File: config.mk
export PLATFORM = sky130hd
export DESIGN_NAME = observer_state_feedback_step_unit
export DESIGN_NICKNAME = d
export VERILOG_FILES = /design/src/design/osf_pkg.sv /design/src/design/osf_div1000.sv /design/src/design/osf_dpath.sv /design/src/design/osf_ctrl.sv /design/src/design/observer_state_feedback_step_unit.sv
export SDC_FILE = /design/constraint.sdc
export NUM_CORES = 2
export LEC_CHECK = 0
export ABC_AREA = 0
export CAP_MARGIN = 20
export CORE_UTILIZATION = 45
export CTS_BUF_LIST = sky130_fd_sc_hd__clkbuf_16
export DETAILED_ROUTE_END_ITERATION = 10
export DONT_BUFFER_PORTS = 1
export PLACE_DENSITY = 0.61
export SYNTH_ARGS = -nofsm -noshare
export SYNTH_HDL_FRONTEND = slang
export SYNTH_HIERARCHICAL = 1
export SYNTH_SLANG_ARGS = --single-unit
File: constraint.sdc
create_clock -name i_clk -period 11.14 [get_ports i_clk]
set_clock_uncertainty 0.1 [all_clocks]
set_input_delay 1.114 -clock i_clk [delete_from_list [all_inputs] [get_ports i_clk]]
set_output_delay 1.114 -clock i_clk [all_outputs]
set_load 0.005 [all_outputs]
File: src/design/osf_pkg.sv
// Shared types, constants and saturation helpers for the observer state feedback step unit
`default_nettype none
package osf_pkg;

    localparam int COEF_W    = 16;
    localparam int DATA_W    = 32;
    localparam int MUL_A_W   = COEF_W + 1;
    localparam int PROD_W    = MUL_A_W + DATA_W;
    localparam int ACC_W     = PROD_W + 3;
    localparam int MAG_W     = PROD_W - 1;
    localparam int DT_W      = 16;
    localparam int EST_COUNT = 4;
    localparam int IDX_W     = $clog2(EST_COUNT);
    localparam int MS_PER_S  = 1000;
    localparam int REM_W     = 10;
    localparam int DIGIT_W   = 8;
    localparam int DIV_STEPS = MAG_W / DIGIT_W;
    localparam int CNT_W     = $clog2(DIV_STEPS);
    localparam int FRAC_SH   = 8;

    localparam logic OP_START = 1'b0;
    localparam logic OP_STEP  = 1'b1;

    typedef logic [3:0] t_coef_sel;
    localparam t_coef_sel COEF_K0    = 4'd0;
    localparam t_coef_sel COEF_K1    = 4'd1;
    localparam t_coef_sel COEF_K2    = 4'd2;
    localparam t_coef_sel COEF_C0    = 4'd3;
    localparam t_coef_sel COEF_C1    = 4'd4;
    localparam t_coef_sel COEF_A00   = 4'd5;
    localparam t_coef_sel COEF_A01   = 4'd6;
    localparam t_coef_sel COEF_A10   = 4'd7;
    localparam t_coef_sel COEF_A11   = 4'd8;
    localparam t_coef_sel COEF_B0    = 4'd9;
    localparam t_coef_sel COEF_B1    = 4'd10;
    localparam t_coef_sel COEF_B2    = 4'd11;
    localparam t_coef_sel COEF_L0    = 4'd12;
    localparam t_coef_sel COEF_L1    = 4'd13;
    localparam t_coef_sel COEF_DT    = 4'd14;
    localparam t_coef_sel COEF_SCALE = 4'd15;

    typedef logic [2:0] t_opnd_sel;
    localparam t_opnd_sel OPND_X0 = 3'd0;
    localparam t_opnd_sel OPND_X1 = 3'd1;
    localparam t_opnd_sel OPND_X2 = 3'd2;
    localparam t_opnd_sel OPND_X3 = 3'd3;
    localparam t_opnd_sel OPND_U  = 3'd4;
    localparam t_opnd_sel OPND_YD = 3'd5;
    localparam t_opnd_sel OPND_D  = 3'd6;

    typedef logic [1:0] t_fin;
    localparam t_fin FIN_NONE = 2'd0;
    localparam t_fin FIN_U    = 2'd1;
    localparam t_fin FIN_YD   = 2'd2;
    localparam t_fin FIN_D    = 2'd3;

    typedef struct packed {
        logic [47:0] feedback_gains;
        logic [31:0] observer_gains;
        logic [31:0] output_weights;
        logic [63:0] plant_matrix;
        logic [47:0] input_vector;
        logic [15:0] set_point;
    } t_cfg;

    typedef struct packed {
        logic             start;
        logic             load;
        logic             mul;
        logic             acc;
        logic             acc_clr;
        t_coef_sel        coef_sel;
        t_opnd_sel        opnd_sel;
        t_fin             fin;
        logic             div_start;
        logic             upd;
        logic [IDX_W-1:0] upd_idx;
        logic             done;
    } t_dp_cmd;

    typedef struct packed {
        logic div_done;
    } t_dp_sts;

    function automatic logic signed [MUL_A_W-1:0] coef17(input logic [COEF_W-1:0] v);
        return {v[COEF_W-1], v};
    endfunction

    function automatic logic signed [DATA_W-1:0] sat32(input logic signed [ACC_W-1:0] v);
        logic [ACC_W-DATA_W:0] hi;
        hi = v[ACC_W-1:DATA_W-1];
        if ((&hi) || (~|hi)) begin
            return v[DATA_W-1:0];
        end else if (v[ACC_W-1]) begin
            return 32'h8000_0000;
        end else begin
            return 32'h7fff_ffff;
        end
    endfunction

endpackage
`default_nettype wire

File: src/design/osf_div1000.sv
// Signed divide by 1000 truncating toward zero, eight quotient bits per cycle
`default_nettype none
module osf_div1000 (
    input  logic                              i_clk,
    input  logic                              i_rst_n,
    input  logic                              i_start,
    input  logic signed [osf_pkg::PROD_W-1:0] i_dividend,
    output logic                              o_done,
    output logic signed [osf_pkg::PROD_W-1:0] o_quotient
);
    import osf_pkg::*;

    logic                 r_busy;
    logic                 r_done;
    logic [CNT_W-1:0]     r_cnt;
    logic [MAG_W-1:0]     r_mag;
    logic [MAG_W-1:0]     r_quo;
    logic [REM_W-1:0]     r_rem;
    logic                 r_neg;
    logic [PROD_W-1:0]    w_abs;
    logic [REM_W-1:0]     w_rem;
    logic [DIGIT_W-1:0]   w_qbyte;

    assign w_abs = i_dividend[PROD_W-1] ? (-i_dividend) : i_dividend;

    always_comb begin
        logic [REM_W-1:0] rem;
        logic [REM_W:0]   trial;
        rem     = r_rem;
        w_qbyte = '0;
        for (int k = 0; k < DIGIT_W; k++) begin
            trial = {rem, r_mag[MAG_W-1-k]};
            if (trial >= (REM_W+1)'(MS_PER_S)) begin
                trial                  = trial - (REM_W+1)'(MS_PER_S);
                w_qbyte[DIGIT_W-1-k]   = 1'b1;
            end
            rem = trial[REM_W-1:0];
        end
        w_rem = rem;
    end

    always_ff @(posedge i_clk) begin
        if (!i_rst_n) begin
            r_busy <= 1'b0;
            r_done <= 1'b0;
            r_cnt  <= '0;
        end else begin
            r_done <= 1'b0;
            if (i_start) begin
                r_busy <= 1'b1;
                r_cnt  <= '0;
            end else if (r_busy) begin
                r_cnt <= r_cnt + CNT_W'(1);
                if (r_cnt == CNT_W'(DIV_STEPS - 1)) begin
                    r_busy <= 1'b0;
                    r_done <= 1'b1;
                end
            end
        end
    end

    always_ff @(posedge i_clk) begin
        if (i_start) begin
            r_mag <= w_abs[MAG_W-1:0];
            r_neg <= i_dividend[PROD_W-1];
            r_rem <= '0;
        end else if (r_busy) begin
            r_mag <= {r_mag[MAG_W-DIGIT_W-1:0], {DIGIT_W{1'b0}}};
            r_rem <= w_rem;
            r_quo <= {r_quo[MAG_W-DIGIT_W-1:0], w_qbyte};
        end
    end

    assign o_done     = r_done;
    assign o_quotient = r_neg ? (-$signed({1'b0, r_quo})) : $signed({1'b0, r_quo});

endmodule
`default_nettype wire

File: src/design/osf_dpath.sv
// Datapath: coefficient and operand select, shared multiplier, accumulator, estimates
`default_nettype none
module osf_dpath (
    input  logic                              i_clk,
    input  logic                              i_rst_n,
    input  osf_pkg::t_cfg                     i_cfg,
    input  osf_pkg::t_dp_cmd                  i_cmd,
    input  logic signed [15:0]                i_angle,
    input  logic [31:0]                       i_time_ms,
    output osf_pkg::t_dp_sts                  o_sts,
    output logic signed [osf_pkg::DATA_W-1:0] o_drive
);
    import osf_pkg::*;

    logic signed [DATA_W-1:0]  r_est [EST_COUNT];
    logic [DATA_W-1:0]         r_last_time;
    logic                      r_pend;
    logic signed [PROD_W-1:0]  r_prod;
    logic signed [ACC_W-1:0]   r_acc;
    logic signed [15:0]        r_angle;
    logic [DT_W-1:0]           r_dt;
    logic signed [DATA_W-1:0]  r_u;
    logic signed [DATA_W-1:0]  r_yd;
    logic signed [DATA_W-1:0]  r_d;
    logic signed [DATA_W-1:0]  r_drive;

    logic signed [MUL_A_W-1:0] w_coef;
    logic signed [DATA_W-1:0]  w_opnd;
    logic signed [PROD_W-1:0]  w_prod;
    logic [DATA_W-1:0]         w_elapsed;
    logic [DT_W-1:0]           w_dt;
    logic signed [ACC_W-1:0]   w_neg_acc;
    logic signed [MUL_A_W-1:0] w_err;
    logic signed [ACC_W-1:0]   w_yd_full;
    logic signed [PROD_W-1:0]  w_quo;
    logic                      w_div_done;
    logic signed [DATA_W-1:0]  w_upd;

    always_comb begin
        unique case (i_cmd.coef_sel)
            COEF_K0:    w_coef = coef17(i_cfg.feedback_gains[15:0]);
            COEF_K1:    w_coef = coef17(i_cfg.feedback_gains[31:16]);
            COEF_K2:    w_coef = coef17(i_cfg.feedback_gains[47:32]);
            COEF_C0:    w_coef = coef17(i_cfg.output_weights[15:0]);
            COEF_C1:    w_coef = coef17(i_cfg.output_weights[31:16]);
            COEF_A00:   w_coef = coef17(i_cfg.plant_matrix[15:0]);
            COEF_A01:   w_coef = coef17(i_cfg.plant_matrix[31:16]);
            COEF_A10:   w_coef = coef17(i_cfg.plant_matrix[47:32]);
            COEF_A11:   w_coef = coef17(i_cfg.plant_matrix[63:48]);
            COEF_B0:    w_coef = coef17(i_cfg.input_vector[15:0]);
            COEF_B1:    w_coef = coef17(i_cfg.input_vector[31:16]);
            COEF_B2:    w_coef = coef17(i_cfg.input_vector[47:32]);
            COEF_L0:    w_coef = coef17(i_cfg.observer_gains[15:0]);
            COEF_L1:    w_coef = coef17(i_cfg.observer_gains[31:16]);
            COEF_DT:    w_coef = $signed({1'b0, r_dt});
            COEF_SCALE: w_coef = MUL_A_W'(1 << FRAC_SH);
            default:    w_coef = '0;
        endcase
    end

    always_comb begin
        unique case (i_cmd.opnd_sel)
            OPND_X0: w_opnd = r_est[0];
            OPND_X1: w_opnd = r_est[1];
            OPND_X2: w_opnd = r_est[2];
            OPND_X3: w_opnd = r_est[3];
            OPND_U:  w_opnd = r_u;
            OPND_YD: w_opnd = r_yd;
            OPND_D:  w_opnd = r_d;
            default: w_opnd = '0;
        endcase
    end

    assign w_prod    = PROD_W'(w_coef) * PROD_W'(w_opnd);
    assign w_elapsed = i_time_ms - r_last_time;
    assign w_dt      = (|w_elapsed[DATA_W-1:DT_W]) ? {DT_W{1'b1}} : w_elapsed[DT_W-1:0];
    assign w_neg_acc = -r_acc;
    assign w_err     = coef17(r_angle) - coef17(i_cfg.set_point);
    assign w_yd_full = (ACC_W'(w_err) <<< FRAC_SH) - (r_acc >>> FRAC_SH);
    assign w_upd     = sat32(ACC_W'(w_opnd) + ACC_W'(w_quo));

    osf_div1000 u_div (
        .i_clk      (i_clk),
        .i_rst_n    (i_rst_n),
        .i_start    (i_cmd.div_start),
        .i_dividend (r_prod),
        .o_done     (w_div_done),
        .o_quotient (w_quo)
    );

    always_ff @(posedge i_clk) begin
        if (!i_rst_n) begin
            r_est       <= '{default: '0};
            r_last_time <= '0;
            r_pend      <= 1'b0;
        end else begin
            r_pend <= i_cmd.mul & i_cmd.acc;
            if (i_cmd.start) begin
                r_est       <= '{default: '0};
                r_last_time <= i_time_ms;
            end
            if (i_cmd.load) begin
                r_last_time <= i_time_ms;
            end
            if (i_cmd.upd) begin
                r_est[i_cmd.upd_idx] <= w_upd;
            end
        end
    end

    always_ff @(posedge i_clk) begin
        if (i_cmd.mul) begin
            r_prod <= w_prod;
        end
        if (i_cmd.acc_clr) begin
            r_acc <= '0;
        end else if (r_pend) begin
            r_acc <= r_acc + ACC_W'(r_prod);
        end
        if (i_cmd.load) begin
            r_angle <= i_angle;
            r_dt    <= w_dt;
        end
        unique case (i_cmd.fin)
            FIN_U:    r_u  <= sat32(w_neg_acc >>> FRAC_SH);
            FIN_YD:   r_yd <= sat32(w_yd_full);
            FIN_D:    r_d  <= sat32(r_acc >>> FRAC_SH);
            default: begin
            end
        endcase
        if (i_cmd.start) begin
            r_drive <= '0;
        end else if (i_cmd.done) begin
            r_drive <= r_u;
        end
    end

    assign o_sts.div_done = w_div_done;
    assign o_drive        = r_drive;

endmodule
`default_nettype wire

File: src/design/osf_ctrl.sv
// Controller: sequences the multiply-accumulate sums, divides and estimate updates
`default_nettype none
module osf_ctrl (
    input  logic              i_clk,
    input  logic              i_rst_n,
    input  logic              i_valid,
    input  logic              i_operation,
    output logic              o_ready,
    output logic              o_valid,
    input  logic              i_out_ready,
    input  osf_pkg::t_dp_sts  i_sts,
    output osf_pkg::t_dp_cmd  o_cmd
);
    import osf_pkg::*;

    localparam logic [2:0] S_IDLE   = 3'd0;
    localparam logic [2:0] S_SUM    = 3'd1;
    localparam logic [2:0] S_DRAIN  = 3'd2;
    localparam logic [2:0] S_FIN    = 3'd3;
    localparam logic [2:0] S_DT     = 3'd4;
    localparam logic [2:0] S_DSTART = 3'd5;
    localparam logic [2:0] S_DIV    = 3'd6;

    localparam logic [2:0] SUM_U  = 3'd0;
    localparam logic [2:0] SUM_YD = 3'd1;
    localparam logic [2:0] SUM_X0 = 3'd2;
    localparam logic [2:0] SUM_X1 = 3'd3;
    localparam logic [2:0] SUM_X2 = 3'd4;
    localparam logic [2:0] SUM_X3 = 3'd5;

    logic [2:0]       r_state, n_state;
    logic [2:0]       r_sum, n_sum;
    logic [1:0]       r_term, n_term;
    logic             r_out_valid, n_out_valid;
    logic             w_take;
    logic [IDX_W-1:0] w_xidx;

    function automatic logic [1:0] term_last(input logic [2:0] sum);
        unique case (sum)
            SUM_U:          return 2'd2;
            SUM_YD:         return 2'd1;
            SUM_X0, SUM_X1: return 2'd3;
            default:        return 2'd0;
        endcase
    endfunction

    function automatic t_coef_sel term_coef(input logic [2:0] sum, input logic [1:0] term);
        t_coef_sel c;
        c = COEF_SCALE;
        unique case (sum)
            SUM_U: begin
                unique case (term)
                    2'd0:    c = COEF_K0;
                    2'd1:    c = COEF_K1;
                    default: c = COEF_K2;
                endcase
            end
            SUM_YD: c = (term == 2'd0) ? COEF_C0 : COEF_C1;
            SUM_X0: begin
                unique case (term)
                    2'd0:    c = COEF_A00;
                    2'd1:    c = COEF_A01;
                    2'd2:    c = COEF_B0;
                    default: c = COEF_L0;
                endcase
            end
            SUM_X1: begin
                unique case (term)
                    2'd0:    c = COEF_A10;
                    2'd1:    c = COEF_A11;
                    2'd2:    c = COEF_B1;
                    default: c = COEF_L1;
                endcase
            end
            SUM_X2:  c = COEF_B2;
            default: c = COEF_SCALE;
        endcase
        return c;
    endfunction

    function automatic t_opnd_sel term_opnd(input logic [2:0] sum, input logic [1:0] term);
        t_opnd_sel o;
        o = OPND_X2;
        unique case (sum)
            SUM_X2: o = OPND_U;
            SUM_X3: o = OPND_X2;
            default: begin
                unique case (term)
                    2'd0:    o = OPND_X0;
                    2'd1:    o = OPND_X1;
                    2'd2:    o = (sum == SUM_U) ? OPND_X2 : OPND_U;
                    default: o = OPND_YD;
                endcase
            end
        endcase
        return o;
    endfunction

    function automatic t_opnd_sel est_opnd(input logic [IDX_W-1:0] idx);
        unique case (idx)
            2'd0:    return OPND_X0;
            2'd1:    return OPND_X1;
            2'd2:    return OPND_X2;
            default: return OPND_X3;
        endcase
    endfunction

    assign o_ready = (r_state == S_IDLE) && (!r_out_valid || i_out_ready);
    assign o_valid = r_out_valid;
    assign w_take  = i_valid && o_ready;
    assign w_xidx  = IDX_W'(r_sum - SUM_X0);

    always_comb begin
        n_state          = r_state;
        n_sum            = r_sum;
        n_term           = r_term;
        n_out_valid      = r_out_valid & ~i_out_ready;
        o_cmd            = '0;
        o_cmd.coef_sel   = term_coef(r_sum, r_term);
        o_cmd.opnd_sel   = term_opnd(r_sum, r_term);
        o_cmd.fin        = FIN_NONE;
        unique case (r_state)
            S_IDLE: begin
                if (w_take) begin
                    if (i_operation == OP_START) begin
                        o_cmd.start = 1'b1;
                        n_out_valid = 1'b1;
                    end else begin
                        o_cmd.load = 1'b1;
                        n_sum      = SUM_U;
                        n_term     = '0;
                        n_state    = S_SUM;
                    end
                end
            end
            S_SUM: begin
                o_cmd.mul     = 1'b1;
                o_cmd.acc     = 1'b1;
                o_cmd.acc_clr = (r_term == 2'd0);
                if (r_term == term_last(r_sum)) begin
                    n_state = S_DRAIN;
                end else begin
                    n_term = r_term + 2'd1;
                end
            end
            S_DRAIN: begin
                n_state = S_FIN;
            end
            S_FIN: begin
                n_term = '0;
                priority if (r_sum == SUM_U) begin
                    o_cmd.fin = FIN_U;
                    n_sum     = SUM_YD;
                    n_state   = S_SUM;
                end else if (r_sum == SUM_YD) begin
                    o_cmd.fin = FIN_YD;
                    n_sum     = SUM_X0;
                    n_state   = S_SUM;
                end else begin
                    o_cmd.fin = FIN_D;
                    n_state   = S_DT;
                end
            end
            S_DT: begin
                o_cmd.mul      = 1'b1;
                o_cmd.coef_sel = COEF_DT;
                o_cmd.opnd_sel = OPND_D;
                n_state        = S_DSTART;
            end
            S_DSTART: begin
                o_cmd.div_start = 1'b1;
                n_state         = S_DIV;
            end
            S_DIV: begin
                o_cmd.opnd_sel = est_opnd(w_xidx);
                o_cmd.upd_idx  = w_xidx;
                if (i_sts.div_done) begin
                    o_cmd.upd = 1'b1;
                    if (r_sum == SUM_X3) begin
                        o_cmd.done  = 1'b1;
                        n_out_valid = 1'b1;
                        n_state     = S_IDLE;
                    end else begin
                        n_sum   = r_sum + 3'd1;
                        n_state = S_SUM;
                    end
                end
            end
            default: begin
                n_state = S_IDLE;
            end
        endcase
    end

    always_ff @(posedge i_clk) begin
        if (!i_rst_n) begin
            r_state     <= S_IDLE;
            r_sum       <= SUM_U;
            r_term      <= '0;
            r_out_valid <= 1'b0;
        end else begin
            r_state     <= n_state;
            r_sum       <= n_sum;
            r_term      <= n_term;
            r_out_valid <= n_out_valid;
        end
    end

endmodule
`default_nettype wire

File: src/design/observer_state_feedback_step_unit.sv
// Top level: register port, controller and datapath of the observer state feedback step unit
//
//   channel  direction  handshake            payload
//   input    in         i_valid / o_ready    i_operation, i_angle, i_time_ms
//   output   out        o_valid / i_ready    o_drive
//   config   in         psel/penable/pwrite  paddr (8-byte regs), pwdata, prdata, pready
//
// A start item gives a valid result in the cycle after it is accepted.
// A control item runs one shared 17x32 multiplier over 19 products in sequence (15 sum
// terms, 4 time steps), and each of the four estimate updates starts the divide by 1000
// and waits for its quotient.
// One item is worked on at a time; a new item is taken once the result is taken or
// is being taken. A stalled output holds its item. Reset is synchronous, active low.
`default_nettype none
module observer_state_feedback_step_unit (
    input  logic               i_clk,
    input  logic               i_rst_n,
    input  logic               i_valid,
    output logic               o_ready,
    input  logic               i_operation,
    input  logic signed [15:0] i_angle,
    input  logic [31:0]        i_time_ms,
    output logic               o_valid,
    input  logic               i_ready,
    output logic signed [31:0] o_drive,
    input  logic               psel,
    input  logic               penable,
    input  logic               pwrite,
    input  logic [5:0]         paddr,
    input  logic [63:0]        pwdata,
    output logic [63:0]        prdata,
    output logic               pready
);
    import osf_pkg::*;

    localparam logic [2:0] REG_FEEDBACK_GAINS = 3'd0;
    localparam logic [2:0] REG_OBSERVER_GAINS = 3'd1;
    localparam logic [2:0] REG_OUTPUT_WEIGHTS = 3'd2;
    localparam logic [2:0] REG_PLANT_MATRIX   = 3'd3;
    localparam logic [2:0] REG_INPUT_VECTOR   = 3'd4;
    localparam logic [2:0] REG_SET_POINT      = 3'd5;

    t_cfg       r_cfg;
    t_dp_cmd    w_cmd;
    t_dp_sts    w_sts;
    logic       w_wr;
    logic [2:0] w_idx;

    assign pready = 1'b1;
    assign w_wr   = psel && penable && pwrite;
    assign w_idx  = paddr[5:3];

    always_ff @(posedge i_clk) begin
        if (!i_rst_n) begin
            r_cfg <= '0;
        end else if (w_wr) begin
            unique case (w_idx)
                REG_FEEDBACK_GAINS: r_cfg.feedback_gains <= pwdata[47:0];
                REG_OBSERVER_GAINS: r_cfg.observer_gains <= pwdata[31:0];
                REG_OUTPUT_WEIGHTS: r_cfg.output_weights <= pwdata[31:0];
                REG_PLANT_MATRIX:   r_cfg.plant_matrix   <= pwdata;
                REG_INPUT_VECTOR:   r_cfg.input_vector   <= pwdata[47:0];
                REG_SET_POINT:      r_cfg.set_point      <= pwdata[15:0];
                default: begin
                end
            endcase
        end
    end

    always_comb begin
        unique case (w_idx)
            REG_FEEDBACK_GAINS: prdata = {16'h0000, r_cfg.feedback_gains};
            REG_OBSERVER_GAINS: prdata = {32'h0000_0000, r_cfg.observer_gains};
            REG_OUTPUT_WEIGHTS: prdata = {32'h0000_0000, r_cfg.output_weights};
            REG_PLANT_MATRIX:   prdata = r_cfg.plant_matrix;
            REG_INPUT_VECTOR:   prdata = {16'h0000, r_cfg.input_vector};
            REG_SET_POINT:      prdata = {48'h0000_0000_0000, r_cfg.set_point};
            default:            prdata = '0;
        endcase
    end

    osf_ctrl u_ctrl (
        .i_clk       (i_clk),
        .i_rst_n     (i_rst_n),
        .i_valid     (i_valid),
        .i_operation (i_operation),
        .o_ready     (o_ready),
        .o_valid     (o_valid),
        .i_out_ready (i_ready),
        .i_sts       (w_sts),
        .o_cmd       (w_cmd)
    );

    osf_dpath u_dpath (
        .i_clk     (i_clk),
        .i_rst_n   (i_rst_n),
        .i_cfg     (r_cfg),
        .i_cmd     (w_cmd),
        .i_angle   (i_angle),
        .i_time_ms (i_time_ms),
        .o_sts     (w_sts),
        .o_drive   (o_drive)
    );

endmodule
`default_nettype wire

==> flow_summary_export.csv <==
group,metric,value,unit
status,outcome,"finished clean",
setup_path,start_kind,"flip-flop",
floorplanning,die_width,392.1,µm
timing,rsz0062_at_grt,"no",
global_routing,antenna_found_initial,17,
setup_path,crit_arrival,11060,ps
clocking,clk_pin_slew,60,ps
setup_path,crit_fanout,19,
layout,final_cell_mix,"855 x nand2_1, 753 x inv_1, 723 x nor2_1",
setup_path,timing.reg2reg.setup_slack,420,ps
timing,period_share,96.22,%
layout,nets,8533,
logic_synthesis,yosysWarnings,6,
route,ant_nets,0,
setup_path,r2r_start,"u_ctrl/r_sum[0]$_SDFFE_PN0P_",
route,drt_iter0_markers,6423,
run,drv_cap,0,
timing,max_freq,93.30,MHz
global_routing,grt_pass1_wl,354.8,mm
floorplanning,start_util,45.51,%
clocking,clock_path_buffers,3,
floorplanning,fp.dieArea,153800,µm²
setup_path,endpoint,"u_dpath/r_prod[26]$_DFFE_PP_",
route,drc,0,
logic_synthesis,ys_ff_latch,783,
placed_design,dp_cells,9488,
setup_path,cp_data_required_time,11480,ps
clocking,cts_resized,0,
layout,synthToLayoutAreaGrowth,7.783,%
logic_synthesis,synth_area,68480,µm²
clocking,holdBufCountCts,0,
setup_path,ff2ff_path_depth,36,
power,total_power,10.57,mW
placed_design,place_hpwl,179.6,mm
global_routing,grt_max_degree,377,
route,firstDrtPassIters,6,
power,ir_drop,0.2055,mV
layout,final_cell_count_no_fill,9664,
logic_synthesis,synthArstFlopShare,0,%
clocking,clkLatencyLatePin,770,ps
logic_synthesis,postSynthCellCount,7745,
timing,slew_headroom,27.81,%
setup_path,critPathCaptureType,"flip-flop",
setup_path,slowest_stage,"a211oi_1",
clocking,cts-htree-levels,3,
route,routed_wl,236.2,mm
logic_synthesis,synthFlopType,"dfxtp_1",
route,dr_total_vias,58248,
floorplanning,core,150500,µm²
timing,setup_viol,0,
layout,final_common_cell,"nand2_1",
power,power_density,143.2,nW/µm²
worst_hold_path,hold_path.class,"flip-flop to flip-flop",
global_routing,grt_pass1_vias,55654,
route,wl_per_cell,24.44,µm
timing,setup_tns,0,ps
clocking,cts_buffers,90,
power,leakagePower,29.78,nW
floorplanning,rows,142,
timing,drv_slew,0,
setup_path,crit_path_start,"u_ctrl/r_sum[0]$_SDFFE_PN0P_",
timing,period_needed,10720,ps
timing,final_hold_viol_count,0,
logic_synthesis,seq_area_frac_synth,26.89,%
clocking,post-cts-setup-buffers,0,
global_routing,grt_overflow,0,
floorplanning,io_pins,225,
logic_synthesis,ys_types,128,
setup_path,reg2reg_to,"u_dpath/r_prod[26]$_DFFE_PP_",
timing,holdWs,361.9,ps
placed_design,place.gp.congestion,0.9817,
global_routing,grt_use_total,30.47,%
floorplanning,fp.dieH,392.1,µm
layout,final_core_util,49.05,%
setup_path,crit_type,"flip-flop to flip-flop",
clocking,cts-root-buf,"clkbuf_16",
clocking,cts_tree,"done",
clocking,clock_sinks,783,
setup_path,max_stage_delay,590,ps
placed_design,portBuffers,0,
route,via_per_inst,6.027,
logic_synthesis,avgSynthCellArea,8.842,µm²
logic_synthesis,synth_edf_count,274,
layout,drive_gt1_share,6.899,%
timing,tightest_slew,1083,ps
logic_synthesis,synthesis.nets,8712,
## cell families (layout without fill, tap and decap cells)
family,Yosys count,after routing,share of synthesized area [%]
other,1,10,0.005476
buffers and inverters,1207,1101,7.109
muxes,483,483,7.566
and+or+nand+nor,2387,2387,16.04
DFF,783,783,26.89
AOI/OAI and AO/OA,1696,1696,16.79
xor gates and xnor gates,344,344,4.432
adders and majority gates,844,844,21.16
## how the worst min path moves through the flow
| stage | startpoint | endpoint | depth (start not counted) |
|---|---|---|---|
| finish | u_dpath/r_last_time[28]$_SDFFE_PN0P_ | u_dpath/r_last_time[28]$_SDFFE_PN0P_ | 2 |
| global route | i_angle[1] | u_dpath/r_angle[1]$_DFFE_PP_ | 0 |
| CTS | i_angle[1] | u_dpath/r_angle[1]$_DFFE_PP_ | 0 |
| detailed placement | u_dpath/r_est[0]$_SDFF_PN0_ | u_dpath/r_est[0]$_SDFF_PN0_ | 2 |
| global placement | u_dpath/r_last_time[7]$_SDFFE_PN0P_ | u_dpath/r_last_time[7]$_SDFFE_PN0P_ | 2 |
| floorplan | u_dpath/r_est[32]$_SDFF_PN0_ | u_dpath/r_est[32]$_SDFF_PN0_ | 2 |
## power breakdown
group | switching [mW] | internal (mW) | total (mW)
logic | 2.65 | 1.54 | 4.19
clock network | 1.32 | 1.70 | 3.02
registers | 0.174 | 3.19 | 3.37
## through the flow
| stage | area [µm²] | worst slack (ps) |
|---|---|---|
| after floorplan | 68480 | 820.2 |
| after global placement | 70740 | 477.1 |
| after detailed placement | 70760 | 361.6 |
| after CTS | 73750 | 289.2 |
| after global routing | 73800 | 12.41 |
| final | 73810 | 421.5 |
## registers in the layout (all words and copies together), names as in the netlist
name	flops
u_ctrl/r_state	3
u_dpath/o_drive	32
u_dpath/r_u	32
u_dpath/u_div/r_neg	1
u_dpath/r_acc	52
u_dpath/u_div/r_cnt	3
u_ctrl/r_sum	3
u_dpath/u_div/r_busy	1
u_dpath/r_last_time	32
u_dpath/r_est	128
u_dpath/u_div/o_done	1
u_dpath/r_d	32
u_dpath/r_dt	16
u_dpath/u_div/r_quo	48
u_ctrl/o_valid	1
u_dpath/r_yd	32
u_dpath/r_pend	1
u_dpath/u_div/r_rem	10
r_cfg	240
u_dpath/u_div/r_mag	48
u_ctrl/r_term	2
u_dpath/r_angle	16
u_dpath/r_prod	49
## cells in the mapped netlist, types with 114 or more instances
cell type / instances / area (µm²)
a21o_1: 114 / 855.8
a21oi_1: 451 / 2257
clkbuf_1: 328 / 1231
dfxtp_1: 509 / 10190
edfxtp_1: 274 / 8228
fa_1: 525 / 10510
ha_1: 316 / 3954
inv_1: 733 / 2751
mux2i_1: 416 / 4164
nand2_1: 856 / 3213
nand3_1: 129 / 645.6
nor2_1: 733 / 2751
o21ai_0: 274 / 1371
xnor2_1: 223 / 1953
xor2_1: 118 / 1033
## final cells by class
cell class / count / area (µm²)
Antenna cell: 9 / 22.52
Multi-Input combinational cell: 5755 / 45560
Timing Repair Buffer: 176 / 1449
Inverter: 760 / 2853
Clock inverter: 75 / 735.7
Tap cell: 2016 / 2522
Sequential cell: 783 / 18420
Clock buffer: 90 / 2252
Fill cell: 14286 / 76670
## per-layer routing
| layer | routed length (µm) | part of all wire, % | vias to the layer above | GRT usage, % |
|---|---|---|---|---|
| met2 | 101800 | 43 | 2489 | 45.50 |
| met4 | 9148 | 3.9 | 14 | 11.32 |
| met3 | 23150 | 9.8 | 393 | 6.197 |
| li1 | - | - | 26455 | - |
| met5 | 96 | 0.041 | - | 0 |
| met1 | 101900 | 43 | 28897 | 43.21 |
## critical path: cells and delay by family (launching register included)
kind            cells  cell delay [ps]
flops               1              430
buf+inv             8             1130
simple gates        7             1680
fa+ha+maj           8             3900
xor+xnor            1              380
compound gates     12             2770
No activity file was read; power rests on OpenSTA's default activity.
